===== config.mk =====
export PLATFORM = sky130hd
export DESIGN_NAME = physical_access_router
export DESIGN_NICKNAME = d
export VERILOG_FILES = /design/src/rtl/par_pkg.sv /design/src/rtl/par_ctrl.sv /design/src/rtl/par_datapath.sv /design/src/rtl/physical_access_router.sv
export SDC_FILE = /design/constraint.sdc
export NUM_CORES = 2
export LEC_CHECK = 0
export ABC_AREA = 0
export BUFFER_PORTS_ARGS = -buffer_cell sky130_fd_sc_hd__buf_4
export CAP_MARGIN = 0
export CORE_UTILIZATION = 40
export CTS_CLUSTER_DIAMETER = 80
export DETAILED_ROUTE_END_ITERATION = 6
export MAX_ROUTING_LAYER = met4
export PLACE_DENSITY = 0.65
export SLEW_MARGIN = 10
export SYNTH_ARGS = -nofsm -noshare
export SYNTH_HDL_FRONTEND = slang
export SYNTH_SLANG_ARGS = --single-unit

===== constraint.sdc =====
create_clock -name clk_i -period 25 [get_ports clk_i]
set_input_delay 5 -clock clk_i [delete_from_list [all_inputs] [get_ports clk_i]]
set_output_delay 5 -clock clk_i [all_outputs]
set_load 0.005 [all_outputs]

===== src/rtl/par_pkg.sv =====
// par_pkg: shared types and constants of the physical access router
// state and command encodings, controller to datapath command and status structs
// no dependencies

package par_pkg;

  localparam int unsigned MAX_PARTS = 8;

  localparam logic CMD_ROUTE  = 1'b0;
  localparam logic CMD_APPEND = 1'b1;

  localparam logic [1:0] MODE_FETCH = 2'd0;
  localparam logic [1:0] MODE_LOAD  = 2'd1;
  localparam logic [1:0] MODE_STORE = 2'd2;
  localparam logic [1:0] MODE_AMO   = 2'd3;

  localparam logic REG_SEL_RAM_START = 1'b0;
  localparam logic REG_SEL_RAM_END   = 1'b1;

  typedef enum logic [1:0] {
    ST_OK    = 2'd0,
    ST_FAULT = 2'd1,
    ST_FULL  = 2'd2
  } status_e;

  typedef enum logic [2:0] {
    S_IDLE,
    S_APPEND,
    S_CHECK,
    S_SCAN_SUB,
    S_SCAN_CMP,
    S_LOOP,
    S_PART,
    S_EMIT
  } state_e;

  typedef enum logic [2:0] {
    OUT_NONE,
    OUT_FAULT,
    OUT_FULL,
    OUT_APPEND,
    OUT_RAM_WHOLE,
    OUT_REGION_WHOLE,
    OUT_PART
  } out_sel_e;

  typedef struct packed {
    logic     load;
    logic     scan_rst;
    logic     scan_sub;
    logic     scan_next;
    logic     ram_probe;
    logic     take_part;
    out_sel_e out_sel;
  } dp_cmd_t;

  typedef struct packed {
    logic is_append;
    logic perm_ok;
    logic ram_whole;
    logic misaligned;
    logic table_full;
    logic table_empty;
    logic match;
    logic scan_last;
    logic left_zero;
    logic past_top;
    logic in_ram;
    logic emit_last;
  } dp_stat_t;

endpackage


===== src/rtl/par_ctrl.sv =====
// par_ctrl: controller state machine of the physical access router
// sequences permission check, region scan, splitting and part transfer
// depends on par_pkg

module par_ctrl (
  input  logic               clk_i,
  input  logic               rst_ni,
  input  logic               start_i,
  input  par_pkg::dp_stat_t  stat_i,
  output par_pkg::dp_cmd_t   cmd_o,
  output logic               busy_o
);
  import par_pkg::*;

  state_e state_q, state_d;

  always_ff @(posedge clk_i or negedge rst_ni) begin
    if (!rst_ni) begin
      state_q <= S_IDLE;
    end else begin
      state_q <= state_d;
    end
  end

  // next state
  always_comb begin
    state_d = state_q;
    unique case (state_q)
      S_IDLE: begin
        if (start_i) begin
          state_d = S_CHECK;
        end
      end
      S_CHECK: begin
        priority if (stat_i.is_append) begin
          state_d = S_APPEND;
        end else if (!stat_i.perm_ok || stat_i.ram_whole) begin
          state_d = S_IDLE;
        end else if (stat_i.misaligned) begin
          state_d = S_LOOP;
        end else if (stat_i.table_empty) begin
          state_d = S_IDLE;
        end else begin
          state_d = S_SCAN_SUB;
        end
      end
      S_APPEND:   state_d = S_IDLE;
      S_SCAN_SUB: state_d = S_SCAN_CMP;
      S_SCAN_CMP: begin
        priority if (stat_i.match) begin
          state_d = stat_i.misaligned ? S_PART : S_IDLE;
        end else if (stat_i.scan_last) begin
          state_d = S_IDLE;
        end else begin
          state_d = S_SCAN_SUB;
        end
      end
      S_LOOP: begin
        priority if (stat_i.left_zero) begin
          state_d = S_EMIT;
        end else if (stat_i.past_top) begin
          state_d = S_IDLE;
        end else if (stat_i.in_ram) begin
          state_d = S_PART;
        end else if (stat_i.table_empty) begin
          state_d = S_IDLE;
        end else begin
          state_d = S_SCAN_SUB;
        end
      end
      S_PART: state_d = S_LOOP;
      S_EMIT: begin
        if (stat_i.emit_last) begin
          state_d = S_IDLE;
        end
      end
      default: state_d = S_IDLE;
    endcase
  end

  // datapath commands
  always_comb begin
    cmd_o = '{load: 1'b0, scan_rst: 1'b0, scan_sub: 1'b0, scan_next: 1'b0,
              ram_probe: 1'b0, take_part: 1'b0, out_sel: OUT_NONE};
    unique case (state_q)
      S_IDLE: begin
        cmd_o.load = start_i;
      end
      S_CHECK: begin
        priority if (stat_i.is_append) begin
          cmd_o.out_sel = OUT_NONE;
        end else if (!stat_i.perm_ok) begin
          cmd_o.out_sel = OUT_FAULT;
        end else if (stat_i.ram_whole) begin
          cmd_o.out_sel = OUT_RAM_WHOLE;
        end else if (stat_i.misaligned) begin
          cmd_o.out_sel = OUT_NONE;
        end else if (stat_i.table_empty) begin
          cmd_o.out_sel = OUT_FAULT;
        end else begin
          cmd_o.scan_rst = 1'b1;
        end
      end
      S_APPEND: begin
        cmd_o.out_sel = stat_i.table_full ? OUT_FULL : OUT_APPEND;
      end
      S_SCAN_SUB: begin
        cmd_o.scan_sub = 1'b1;
      end
      S_SCAN_CMP: begin
        priority if (stat_i.match) begin
          cmd_o.out_sel = stat_i.misaligned ? OUT_NONE : OUT_REGION_WHOLE;
        end else if (stat_i.scan_last) begin
          cmd_o.out_sel = OUT_FAULT;
        end else begin
          cmd_o.scan_next = 1'b1;
        end
      end
      S_LOOP: begin
        priority if (stat_i.left_zero) begin
          cmd_o.out_sel = OUT_NONE;
        end else if (stat_i.past_top) begin
          cmd_o.out_sel = OUT_FAULT;
        end else if (stat_i.in_ram) begin
          cmd_o.ram_probe = 1'b1;
        end else if (stat_i.table_empty) begin
          cmd_o.out_sel = OUT_FAULT;
        end else begin
          cmd_o.scan_rst = 1'b1;
        end
      end
      S_PART: begin
        cmd_o.take_part = 1'b1;
      end
      S_EMIT: begin
        cmd_o.out_sel = OUT_PART;
      end
      default: cmd_o.out_sel = OUT_NONE;
    endcase
  end

  assign busy_o = (state_q != S_IDLE);

endmodule


===== src/rtl/par_datapath.sv =====
// par_datapath: region table, address arithmetic, part buffer and result registers
// driven by par_ctrl through dp_cmd_t, reports through dp_stat_t
// depends on par_pkg

module par_datapath #(
  parameter int unsigned MAX_REGIONS = 8
) (
  input  logic               clk_i,
  input  logic               rst_ni,
  input  par_pkg::dp_cmd_t   ctl_i,
  output par_pkg::dp_stat_t  stat_o,
  input  logic               cmd_i,
  input  logic [63:0]        addr_i,
  input  logic [1:0]         size_log2_i,
  input  logic [1:0]         mode_i,
  input  logic               ignore_pmp_i,
  input  logic [2:0]         pmp_perm_i,
  input  logic [63:0]        region_base_i,
  input  logic [63:0]        region_length_i,
  input  logic [63:0]        ram_start_i,
  input  logic [63:0]        ram_end_i,
  output logic [1:0]         status_o,
  output logic               to_ram_o,
  output logic [2:0]         region_index_o,
  output logic [63:0]        offset_o,
  output logic [3:0]         part_bytes_o,
  output logic [2:0]         byte_skip_o,
  output logic               is_write_o,
  output logic               last_o,
  output logic               result_strobe_o
);
  import par_pkg::*;

  localparam int unsigned IW = (MAX_REGIONS > 1) ? $clog2(MAX_REGIONS) : 1;
  localparam int unsigned CW = $clog2(MAX_REGIONS + 1);
  localparam int unsigned PW = $clog2(MAX_PARTS);

  // item registers
  logic          is_append_q, wr_q, misal_q, perm_ok_q, src_ram_q;
  logic [3:0]    size_q, left_q, done_q;
  logic [63:0]   base_q, length_q, len_q;
  logic [64:0]   a_q, aend_q, diff_q, ediff_q, rend_q;
  logic [IW-1:0] idx_q;
  logic [CW-1:0] count_q;
  logic [PW:0]   n_q;
  logic [PW-1:0] e_q;

  // region table
  logic [63:0]   bases_q [MAX_REGIONS];
  logic [63:0]   lens_q  [MAX_REGIONS];

  // part buffer
  logic          pb_ram_q  [MAX_PARTS];
  logic [IW-1:0] pb_idx_q  [MAX_PARTS];
  logic [63:0]   pb_off_q  [MAX_PARTS];
  logic [3:0]    pb_len_q  [MAX_PARTS];
  logic [2:0]    pb_skip_q [MAX_PARTS];

  // result registers
  status_e       status_q;
  logic          to_ram_q, is_write_q, last_q, strobe_q;
  logic [2:0]    region_index_q, byte_skip_q;
  logic [63:0]   offset_q;
  logic [3:0]    part_bytes_q;

  logic [3:0]    size_in, size_m1;
  logic          misal_in, need_bit;
  logic [63:0]   b_sel, l_sel, ram_off, ram_len, avail;
  logic [64:0]   diff_s, ediff_s, rend_s, a_step;
  logic          win_short, contain, hit, emit_last;
  logic [3:0]    part;
  logic [IW+2:0] idx_w, pbi_w;
  logic [CW+2:0] cnt_w;
  logic [CW:0]   idx_nx;
  logic [PW:0]   e_nx;

  assign size_in  = 4'd1 << size_log2_i;
  assign size_m1  = size_in - 4'd1;
  assign misal_in = |(addr_i[2:0] & size_m1[2:0]);

  always_comb begin
    unique case (mode_i)
      MODE_FETCH: need_bit = pmp_perm_i[2];
      MODE_LOAD:  need_bit = pmp_perm_i[0];
      default:    need_bit = pmp_perm_i[1];
    endcase
  end

  assign b_sel   = bases_q[idx_q];
  assign l_sel   = lens_q[idx_q];
  assign diff_s  = {1'b0, a_q[63:0]} - {1'b0, b_sel};
  assign ediff_s = aend_q - {1'b0, b_sel};
  assign rend_s  = {1'b0, b_sel} + {1'b0, l_sel};
  assign ram_off = a_q[63:0] - ram_start_i;
  assign ram_len = ram_end_i - ram_start_i;

  // part length: bytes left, or what remains of the current window
  assign avail     = len_q - diff_q[63:0];
  assign win_short = (avail[63:4] == '0) && (avail[3:0] < left_q);
  assign part      = win_short ? avail[3:0] : left_q;
  assign a_step    = a_q + 65'(left_q);

  assign contain = !diff_q[64] && (ediff_q <= {1'b0, len_q});
  assign hit     = !diff_q[64] && (diff_q[63:0] < len_q);

  assign idx_w   = (IW+3)'(idx_q);
  assign pbi_w   = (IW+3)'(pb_idx_q[e_q]);
  assign cnt_w   = (CW+3)'(count_q);
  assign idx_nx  = (CW+1)'(idx_q) + (CW+1)'(1);
  assign e_nx    = (PW+1)'(e_q) + (PW+1)'(1);
  assign emit_last = (e_nx == n_q);

  always_comb begin
    stat_o.is_append   = is_append_q;
    stat_o.perm_ok     = perm_ok_q;
    stat_o.ram_whole   = (a_q >= {1'b0, ram_start_i}) && (aend_q <= {1'b0, ram_end_i});
    stat_o.misaligned  = misal_q;
    stat_o.table_full  = (count_q == CW'(MAX_REGIONS));
    stat_o.table_empty = (count_q == '0);
    stat_o.match       = misal_q ? hit : contain;
    stat_o.scan_last   = (idx_nx == (CW+1)'(count_q));
    stat_o.left_zero   = (left_q == '0);
    stat_o.past_top    = a_q[64];
    stat_o.in_ram      = !a_q[64] && (a_q[63:0] >= ram_start_i) && (a_q[63:0] < ram_end_i);
    stat_o.emit_last   = emit_last;
  end

  // counters and strobe
  always_ff @(posedge clk_i or negedge rst_ni) begin
    if (!rst_ni) begin
      count_q  <= '0;
      idx_q    <= '0;
      n_q      <= '0;
      e_q      <= '0;
      strobe_q <= 1'b0;
    end else begin
      strobe_q <= (ctl_i.out_sel != OUT_NONE);
      if (ctl_i.out_sel == OUT_APPEND) begin
        count_q <= count_q + CW'(1);
      end
      if (ctl_i.scan_rst) begin
        idx_q <= '0;
      end else if (ctl_i.scan_next) begin
        idx_q <= idx_q + IW'(1);
      end
      if (ctl_i.load) begin
        n_q <= '0;
        e_q <= '0;
      end else begin
        if (ctl_i.take_part) begin
          n_q <= n_q + (PW+1)'(1);
        end
        if (ctl_i.out_sel == OUT_PART) begin
          e_q <= e_q + PW'(1);
        end
      end
    end
  end

  // item, table and part buffer
  always_ff @(posedge clk_i) begin
    if (ctl_i.load) begin
      is_append_q <= (cmd_i == CMD_APPEND);
      wr_q        <= (mode_i == MODE_STORE);
      misal_q     <= misal_in;
      perm_ok_q   <= ignore_pmp_i | need_bit;
      size_q      <= size_in;
      base_q      <= region_base_i;
      length_q    <= region_length_i;
      a_q         <= {1'b0, addr_i};
      aend_q      <= {1'b0, addr_i} + 65'(size_in);
      left_q      <= size_in;
      done_q      <= '0;
    end
    if (ctl_i.scan_sub) begin
      diff_q    <= diff_s;
      ediff_q   <= ediff_s;
      len_q     <= l_sel;
      rend_q    <= rend_s;
      src_ram_q <= 1'b0;
    end else if (ctl_i.ram_probe) begin
      diff_q    <= {1'b0, ram_off};
      len_q     <= ram_len;
      rend_q    <= {1'b0, ram_end_i};
      src_ram_q <= 1'b1;
    end
    if (ctl_i.take_part) begin
      pb_ram_q[n_q[PW-1:0]]  <= src_ram_q;
      pb_idx_q[n_q[PW-1:0]]  <= src_ram_q ? '0 : idx_q;
      pb_off_q[n_q[PW-1:0]]  <= diff_q[63:0];
      pb_len_q[n_q[PW-1:0]]  <= part;
      pb_skip_q[n_q[PW-1:0]] <= done_q[2:0];
      a_q    <= win_short ? rend_q : a_step;
      done_q <= done_q + part;
      left_q <= left_q - part;
    end
    if (ctl_i.out_sel == OUT_APPEND) begin
      bases_q[count_q[IW-1:0]] <= base_q;
      lens_q[count_q[IW-1:0]]  <= length_q;
    end
  end

  // result registers
  always_ff @(posedge clk_i) begin
    unique case (ctl_i.out_sel)
      OUT_FAULT, OUT_FULL, OUT_APPEND: begin
        status_q       <= (ctl_i.out_sel == OUT_FAULT) ? ST_FAULT :
                          (ctl_i.out_sel == OUT_FULL)  ? ST_FULL  : ST_OK;
        to_ram_q       <= 1'b0;
        region_index_q <= (ctl_i.out_sel == OUT_APPEND) ? cnt_w[2:0] : 3'd0;
        offset_q       <= '0;
        part_bytes_q   <= '0;
        byte_skip_q    <= '0;
        is_write_q     <= 1'b0;
        last_q         <= 1'b1;
      end
      OUT_RAM_WHOLE: begin
        status_q       <= ST_OK;
        to_ram_q       <= 1'b1;
        region_index_q <= 3'd0;
        offset_q       <= ram_off;
        part_bytes_q   <= size_q;
        byte_skip_q    <= '0;
        is_write_q     <= wr_q;
        last_q         <= 1'b1;
      end
      OUT_REGION_WHOLE: begin
        status_q       <= ST_OK;
        to_ram_q       <= 1'b0;
        region_index_q <= idx_w[2:0];
        offset_q       <= diff_q[63:0];
        part_bytes_q   <= size_q;
        byte_skip_q    <= '0;
        is_write_q     <= wr_q;
        last_q         <= 1'b1;
      end
      OUT_PART: begin
        status_q       <= ST_OK;
        to_ram_q       <= pb_ram_q[e_q];
        region_index_q <= pbi_w[2:0];
        offset_q       <= pb_off_q[e_q];
        part_bytes_q   <= pb_len_q[e_q];
        byte_skip_q    <= pb_skip_q[e_q];
        is_write_q     <= wr_q;
        last_q         <= emit_last;
      end
      default: begin
      end
    endcase
  end

  assign status_o        = status_q;
  assign to_ram_o        = to_ram_q;
  assign region_index_o  = region_index_q;
  assign offset_o        = offset_q;
  assign part_bytes_o    = part_bytes_q;
  assign byte_skip_o     = byte_skip_q;
  assign is_write_o      = is_write_q;
  assign last_o          = last_q;
  assign result_strobe_o = strobe_q;

endmodule


===== src/rtl/physical_access_router.sv =====
// physical_access_router: top level with the configuration registers
// instantiates par_ctrl and par_datapath, depends on par_pkg
//
// An item is taken when start is high and busy is low; its results follow as
// one-cycle pulses on result_strobe_o, back to back, the final one with last_o
// set, and the receiver must take every transfer as it comes. Appending a
// region passes through a check state and an append state. A route that fails
// the permission check or lies wholly in RAM ends in the check state. An
// aligned route into the region table is checked, then searches the table with
// a subtract and a compare state per entry. A misaligned route is checked, then
// takes per part a loop state, a subtract and a compare state per region
// searched for it and a part state, then a last loop state, and sends its parts
// one per cycle. Each result shows in the cycle after the state that made it.

module physical_access_router #(
  parameter int unsigned MAX_REGIONS = 8
) (
  input  logic        clk_i,
  input  logic        rst_ni,
  input  logic        psel,
  input  logic        penable,
  input  logic        pwrite,
  input  logic [3:0]  paddr,
  input  logic [63:0] pwdata,
  output logic [63:0] prdata,
  output logic        pready,
  input  logic        start,
  output logic        busy,
  input  logic        cmd_i,
  input  logic [63:0] addr_i,
  input  logic [1:0]  size_log2_i,
  input  logic [1:0]  mode_i,
  input  logic        ignore_pmp_i,
  input  logic [2:0]  pmp_perm_i,
  input  logic [63:0] region_base_i,
  input  logic [63:0] region_length_i,
  output logic [1:0]  status_o,
  output logic        to_ram_o,
  output logic [2:0]  region_index_o,
  output logic [63:0] offset_o,
  output logic [3:0]  part_bytes_o,
  output logic [2:0]  byte_skip_o,
  output logic        is_write_o,
  output logic        last_o,
  output logic        result_strobe_o
);
  import par_pkg::*;

  logic [63:0] ram_start_q, ram_end_q;
  logic        cfg_wr;
  dp_cmd_t     ctl;
  dp_stat_t    stat;

  // configuration port, register select on paddr bit 3
  assign pready = 1'b1;
  assign cfg_wr = psel & penable & pwrite & pready;
  assign prdata = (paddr[3] == REG_SEL_RAM_END) ? ram_end_q : ram_start_q;

  always_ff @(posedge clk_i or negedge rst_ni) begin
    if (!rst_ni) begin
      ram_start_q <= '0;
      ram_end_q   <= '0;
    end else if (cfg_wr) begin
      if (paddr[3] == REG_SEL_RAM_START) begin
        ram_start_q <= pwdata;
      end else begin
        ram_end_q <= pwdata;
      end
    end
  end

  par_ctrl u_ctrl (
    .clk_i  (clk_i),
    .rst_ni (rst_ni),
    .start_i(start),
    .stat_i (stat),
    .cmd_o  (ctl),
    .busy_o (busy)
  );

  par_datapath #(
    .MAX_REGIONS(MAX_REGIONS)
  ) u_datapath (
    .clk_i          (clk_i),
    .rst_ni         (rst_ni),
    .ctl_i          (ctl),
    .stat_o         (stat),
    .cmd_i          (cmd_i),
    .addr_i         (addr_i),
    .size_log2_i    (size_log2_i),
    .mode_i         (mode_i),
    .ignore_pmp_i   (ignore_pmp_i),
    .pmp_perm_i     (pmp_perm_i),
    .region_base_i  (region_base_i),
    .region_length_i(region_length_i),
    .ram_start_i    (ram_start_q),
    .ram_end_i      (ram_end_q),
    .status_o       (status_o),
    .to_ram_o       (to_ram_o),
    .region_index_o (region_index_o),
    .offset_o       (offset_o),
    .part_bytes_o   (part_bytes_o),
    .byte_skip_o    (byte_skip_o),
    .is_write_o     (is_write_o),
    .last_o         (last_o),
    .result_strobe_o(result_strobe_o)
  );

`ifndef SYNTHESIS
  a_accept_busy: assert property (@(posedge clk_i) disable iff (!rst_ni)
    start && !busy |=> busy)
    else $error("accepted item did not make the block busy");

  a_error_single: assert property (@(posedge clk_i) disable iff (!rst_ni)
    result_strobe_o && (status_o != ST_OK) |-> last_o && (part_bytes_o == 4'd0))
    else $error("fault or full result is not a lone empty transfer");

  a_parts_contiguous: assert property (@(posedge clk_i) disable iff (!rst_ni)
    result_strobe_o && !last_o |=> result_strobe_o)
    else $error("gap between parts of one access");
`endif

endmodule


After elaboration in Yosys (flattened, before gate mapping) --
Memories as Yosys holds them, arrays and structs flattened. Index checks and enable logic that the tools add are counted.
Storage, ports and cells: bits in registers 759, latch bits 0, memory bits (writable) 1624, ROM bits 0, input bits 275, memories 7
Memory list:
- u_datapath.bases_q | depth 8, width 64, read ports 1, clocked after memory_dff 0, write ports 1, RTL line par_datapath.sv:49 | logic [63:0] bases_q [MAX_REGIONS];
- u_datapath.lens_q | depth 8, width 64, read ports 1, clocked after memory_dff 0, write ports 1, RTL line par_datapath.sv:50 | logic [63:0] lens_q [MAX_REGIONS];
- u_datapath.pb_off_q | depth 8, width 64, read ports 1, clocked after memory_dff 0, write ports 1, RTL line par_datapath.sv:55 | logic [63:0] pb_off_q [MAX_PARTS];
- u_datapath.pb_len_q | depth 8, width 4, read ports 1, clocked after memory_dff 0, write ports 1, RTL line par_datapath.sv:56 | logic [3:0] pb_len_q [MAX_PARTS];
- u_datapath.pb_idx_q | depth 8, width 3, read ports 1, clocked after memory_dff 0, write ports 1, RTL line par_datapath.sv:54 | logic [IW-1:0] pb_idx_q [MAX_PARTS];
- u_datapath.pb_skip_q | depth 8, width 3, read ports 1, clocked after memory_dff 0, write ports 1, RTL line par_datapath.sv:57 | logic [2:0] pb_skip_q [MAX_PARTS];
- 1 more memories
Cells by class: add/sub/neg operators 17, $mul 0, div/mod/pow operators 0, $lt $le $gt $ge 7, equal/unequal tests 20, shifts and indexed selects 1, muxes and demuxes 84, bitwise gates (word level) 5, reduce and logical (&&, ||, !) cells 35
Operator list (count):
- two-way mux 65 bit | 7
- one-hot mux 64 bit (4 select lines) | 1
- two-way mux 64 bit | 3
- subtractor 64 bit | 3
- <= comparator 65 x 64 -> 1 bit | 2
- less-than comparator 64 bit | 2
- two-way mux 3 bit | 25
- adder 64 x 4 -> 65 bit | 1
- adder 64 x 64 -> 65 bit | 1
- adder 65 x 4 -> 65 bit | 1
- >= comparator 65 x 64 -> 1 bit | 1
- subtractor 64 x 64 -> 65 bit | 1
- subtractor 65 x 64 -> 65 bit | 1
- >= comparator 64 bit | 1
- zero test 60 bit | 1
- two-way mux 4 bit | 7
- two-way mux 1 bit | 26
- one-hot mux 3 bit (8 select lines) | 1
- == test 3 bit, second input constant | 7
- one-hot mux 3 bit (5 select lines) | 1
- == test 3 x 2 -> 1 bit, second input constant | 4
- one-hot mux 3 bit (4 select lines) | 1
- one-hot mux 4 bit (3 select lines) | 1
- nonzero test 2 bit | 6
- 38 further kinds | 64

Logic depth before layout (Yosys ltp) --
depth in word-level cells 11, depth in mapped cells 27, depth with buffers taken out 25

Hierarchy --
Synthesis repeated with hierarchy kept, for this count alone.
Second synthesis, totals: cell total of the unflattened synthesis 8839, area total of the unflattened synthesis 121296.3 um^2
Modules (own cells, without submodules):
- par_datapath | instances 1, cells each 8433, area an instance 115070.4 um^2, sequential area each 67509.7 um^2
- physical_access_router | instances 1, cells each 344, area an instance 5786.8 um^2, sequential area each 3203.1 um^2
- par_ctrl | instances 1, cells each 62, area an instance 439.2 um^2, sequential area each 75.1 um^2

Least setup slack after synthesis --
No wires, ideal clock.
kind reg-to-reg, start point reg u_datapath.a_q[5], end point reg u_datapath.diff_q[0], enable pin, setup time 1016 ps, arrival time 16291 ps, slack 7693 ps, stages on the path, launching flop included 14, clock period less this slack 17307 ps, path through edfxtp_1 ha_1 a21oi_1 nor2b_1 o21a_1 o31ai_2 a31oi_1 a311o_1 a31oi_1 o21ai_1 a221oi_2 o21ai_0 nand4_1 o21ai_0
Between the ends: cells in the longest elaborated chain, start to end 8, elaborated cells between the ends (all ways) 9, those cells by class order compare (2); mux (4); reduce/logical (3)
Ends and longest elaborated chain:
- from (decl) | RTL line par_datapath.sv:42 | logic [64:0] a_q, aend_q, diff_q, ediff_q, rend_q;
- from (signal assigned) | RTL line par_datapath.sv:170 | a_q <= {1'b0, addr_i};
- from (signal assigned) | RTL line par_datapath.sv:193 | a_q <= win_short ? rend_q : a_step;
- >= comparator 64 bit | RTL line par_datapath.sv:124 | stat_o.in_ram = !a_q[64] && (a_q[63:0] >= ram_start_i) && (a_q[63:0] < ram_end_i);
- logical AND 1 bit | RTL line par_datapath.sv:124
- logical AND 1 bit * | RTL line par_datapath.sv:124
- two-way mux 1 bit * | RTL line par_ctrl.sv:124 | end else if (stat_i.in_ram) begin
- two-way mux 1 bit * | RTL line par_ctrl.sv:122 | end else if (stat_i.past_top) begin
- two-way mux 1 bit * | RTL line par_ctrl.sv:120 | priority if (stat_i.left_zero) begin
- two-way mux 1 bit * | RTL line par_ctrl.sv:85 | unique case (state_q)
- nonzero test 2 bit (no line) *
- to (signal assigned) | RTL line par_datapath.sv:176 | diff_q <= diff_s;
- to (signal assigned) | RTL line par_datapath.sv:182 | diff_q <= {1'b0, ram_off};
- to (decl) | RTL line par_datapath.sv:42
Every way passes the cells marked *; elsewhere a longest branch is shown, timed or not. A chain may end at the register's enable or synchronous reset.

Final worst setup path --
start point in paddr[3], end point out prdata[1]
Between the ends: cells in the longest elaborated chain, start to end 1
Ends and longest elaborated chain:
- from (decl) | RTL line physical_access_router.sv:23 | input logic [3:0] paddr,
- two-way mux 64 bit | RTL line physical_access_router.sv:57 | assign prdata = (paddr[3] == REG_SEL_RAM_END) ? ram_end_q : ram_start_q;
- to (decl) | RTL line physical_access_router.sv:25 | output logic [63:0] prdata,
No other way between the ends.

==> flow_summary.yaml <==
status:
  status: "complete, but fails checks"
  violations: "DRC"
synthesis:
  synth.most_common_cell: "edfxtp_1"
  synth_seq_cells: 2382
  synthArstFlopShare_pct: 6.13
  netlist_area_um2: 119000
  yosys_warnings: 0
  synth_top_area_cell: "edfxtp_1"
  synth_top_area_share_pct: 56.6
  ys_types: 101
  synth.area.top_cells: "edfxtp_1 57%, mux4_2 7.7%, ha_1 6.3%"
  synth_common_cells: "2,235 x edfxtp_1, 629 x nand2_1, 595 x ha_1"
  synth.net_count: 9461
  syn-instance-count: 8581
  synth.avg_cell_area_um2: 13.8
  ys_seq_area_share_pct: 59.7
  ys.flop_type: "edfxtp_1"
  synth_edf_count: 2235
worst_setup_path:
  crit_arrival_ns: 7.19
  timing.rr.start: "u_datapath.idx_q[0]"
  cp-start-kind: "input pin"
  crit_fanout: 85
  crit_start: "paddr[3]"
  criticalPathCategory: "in -> out"
  endpoint: "prdata[1]"
  cp-end-kind: "output pin"
  slowest_stage: "buf_4"
  crit_top_cell: "buf_4"
  path_cells: "buf_4, buf_4, o21ai_0, buf_4"
  cp_num_buf_inv: 3
  worstSetupPathDepth: 4
  cpLargestDelayFamily: "buffers and inverters"
  cp_slowest_stage_delay_ns: 0.69
  ff2ff_path_depth: 17
  crit_required_ns: 20.00
  reg2reg_slack_ns: 16.54
  r2r_end: "u_datapath.rend_q[63]"
power_and_ir_drop:
  seqPwrFrac_pct: 33.0
  ir_worst_vdd_uv: 90.7
  pwr-share-comb_pct: 44.2
  finalPower_mw: 17.2
  p_sw_mw: 6.96
  powerDensity_nw_per_um2: 127
  p_int_mw: 10.3
  switching_share_pct: 40.4
  p_clk_share_pct: 22.8
  p_leak_nw: 49.0
clocking:
  postCtsHoldBufs: 0
  clockBufferDepth: 4
  clkLatencyLatePin_ns: 0.93
  cts_tree: "yes"
  htreeDepth: 5
  post-cts-setup-buffers: 0
  cts_num_sinks: 2382
  ctsRootBufferMaster: "clkbuf_16"
  cts.clk_slew.worst_paths_ns: 0.06
  cts_made_buffers: 270
  cts_resized: 0
global_route:
  grt_pass1_wl_um: 537000
  track_usage_pct: 25.6
  antenna_found_initial: 50
  grt_start_max_net_pins: 138
  grt_pass1_vias: 75474
  grt_remaining_overflow: 0
sta:
  finalHoldViolCount: 0
  max_freq_mhz: 82.0
  fin_worst_skew_ns: 0.0684
  final.period_utilization_pct: 48.8
  worstMarginPinSlew_ns: 1.38
  tns_ns: 0
  relSlewSlack_pct: 7.87
  final-setup-viol-count: 0
  rsz0062_at_grt: "false"
  layout_min_cycle_time_ns: 12.19
  maxSlewViolCount: 0
placed_design:
  hpwl_um: 279000
  portBuffers: 416
  routabilityCongestion: 0.987
finish:
  fillerInstances: 25742
  areaGrowthSynthToFinish_pct: 14.1
  drive_above_1_share_pct: 17.4
  fin_nets: 9925
routing:
  wl_per_cell_um: 28.7
  routed_wl_um: 379000
  drtIter0Drc: 8161
  drtAntennaViolNets: 0
  firstDrtPassIters: 7
  avgViaCountPerCell: 5.84
  drc_errors: 43
  num_vias: 77209
floorplanning:
  io_pins: 421
  dieArea_um2: 299000
  die_y_um: 547
  initial_core_util_pct: 40.3
  rows: 199
  core-area_um2: 295000
  die_w_um: 547
run:
  cap_violations: 0
hold_path:
  hold_class: "reg -> reg"
-- layout make-up --
| class | count | area (um2) | share of cell area, % |
|---|---|---|---|
| Antenna cell | 37 | 92.6 | 0.0684 |
| Clock buffer | 326 | 7090 | 5.24 |
| Clock inverter | 161 | 1710 | 1.27 |
| Inverter | 437 | 1650 | 1.22 |
| Multi-Input combinational cell | 5419 | 45000 | 33.2 |
| Sequential cell | 2382 | 70800 | 52.3 |
| Tap cell | 3919 | 4900 | 3.62 |
| Timing Repair Buffer | 535 | 4090 | 3.02 |
-- how the worst min path moves through the flow --
stage | to | startpoint | slack, ns | depth (start not counted)
CTS | ram_start_q[56] | ram_start_q[56] | 0.51 | 1
finish | ram_start_q[55] | ram_start_q[55] | 0.50 | 1
detailed placement | ram_start_q[56] | ram_start_q[56] | 0.49 | 1
floorplan | ram_start_q[2] | ram_start_q[2] | 0.48 | 1
global route | ram_start_q[11] | ram_start_q[11] | 0.51 | 1
global placement | ram_start_q[59] | ram_start_q[59] | 0.49 | 1
-- cell usage in the layout, fill, tap and decap left out, types with 23 or more instances in the layout --
cell type / instances
edfxtp_1: 2235
nand2_1: 627
ha_1: 595
buf_4: 529
a21oi_1: 461
o21ai_0: 446
inv_1: 434
mux4_2: 406
nor2_1: 372
a21o_1: 328
clkbuf_16: 272
xnor2_1: 266
mux2_2: 201
xor2_1: 194
nand3_1: 179
mux2i_1: 167
nand4_1: 149
dfrtp_1: 140
nor3_1: 72
nand2b_1: 66
nor2b_1: 65
a221o_1: 63
and3_1: 62
o21bai_1: 60
clkinv_1: 55
a211oi_1: 49
o21a_1: 47
clkbuf_1: 46
a31oi_1: 42
o311ai_1: 42
clkinv_2: 40
o31ai_1: 38
o21ai_1: 38
diode_2: 37
and2_1: 27
o211ai_1: 23
-- power groups by stage --
stage	clock (mW)	sequential (mW)	combinational, mW
detailed placement	0	5.76	7.49
finish	3.93	5.69	7.62
global placement	0	5.73	7.42
CTS	4.00	5.68	7.53
global route	4.14	5.73	8.22
floorplan	0	5.55	5.06
-- flip-flops by register name, indices dropped and copies added (netlist names), 4 cells and up --
signal / flops
u_datapath.bases_q: 512
u_datapath.lens_q: 512
u_datapath.pb_off_q: 512
u_datapath.a_q: 65
u_datapath.aend_q: 65
u_datapath.diff_q: 65
u_datapath.ediff_q: 65
u_datapath.rend_q: 65
ram_end_q: 64
ram_start_q: 64
u_datapath.base_q: 64
u_datapath.len_q: 64
u_datapath.length_q: 64
u_datapath.offset_o: 64
u_datapath.pb_len_q: 32
u_datapath.pb_idx_q: 24
u_datapath.pb_skip_q: 24
u_datapath.pb_ram_q: 8
u_datapath.count_q: 4
u_datapath.left_q: 4
u_datapath.n_q: 4
u_datapath.part_bytes_o: 4
u_datapath.size_q: 4
-- metrics by stage --
stage | worst slack [ns] | area, um2 | hold WS, ns | instances | util [%]
finish | 12.81 | 135000 | 0.505 | 13216 | 45.9
global route | 12.74 | 135000 | 0.514 | 13205 | 45.9
CTS | 12.86 | 135000 | 0.505 | 13179 | 45.9
detailed placement | 12.86 | 126000 | 0.493 | 12692 | 42.9
global placement | 12.85 | 126000 | 0.487 | 12692 | 42.9
floorplan | 7.69 | 119000 | 0.479 | 8581 | -
-- metal layers --
metal | GRT usage (%) | vias to the layer above | share of wire, %
met2 | 38.3 | 3257 | 45
met4 | 9.94 | 0 | 4.3
met3 | 3.35 | 584 | 7.1
met5 | - | - | 0
met1 | 35.5 | 39219 | 44
li1 | - | 34149 | -
-- cells by family after synthesis --
group	share of synthesized area, %
adder cells (fa/ha/maj)	6.44
multiplexers	11.0
buffers and inverters	2.52
flip-flops	59.7
XOR/XNOR	3.40
other	0.00316
AO/OA/AOI/OAI	10.0
AND/OR/NAND/NOR	6.93
Note: power is estimated with default switching activity, not from simulation.
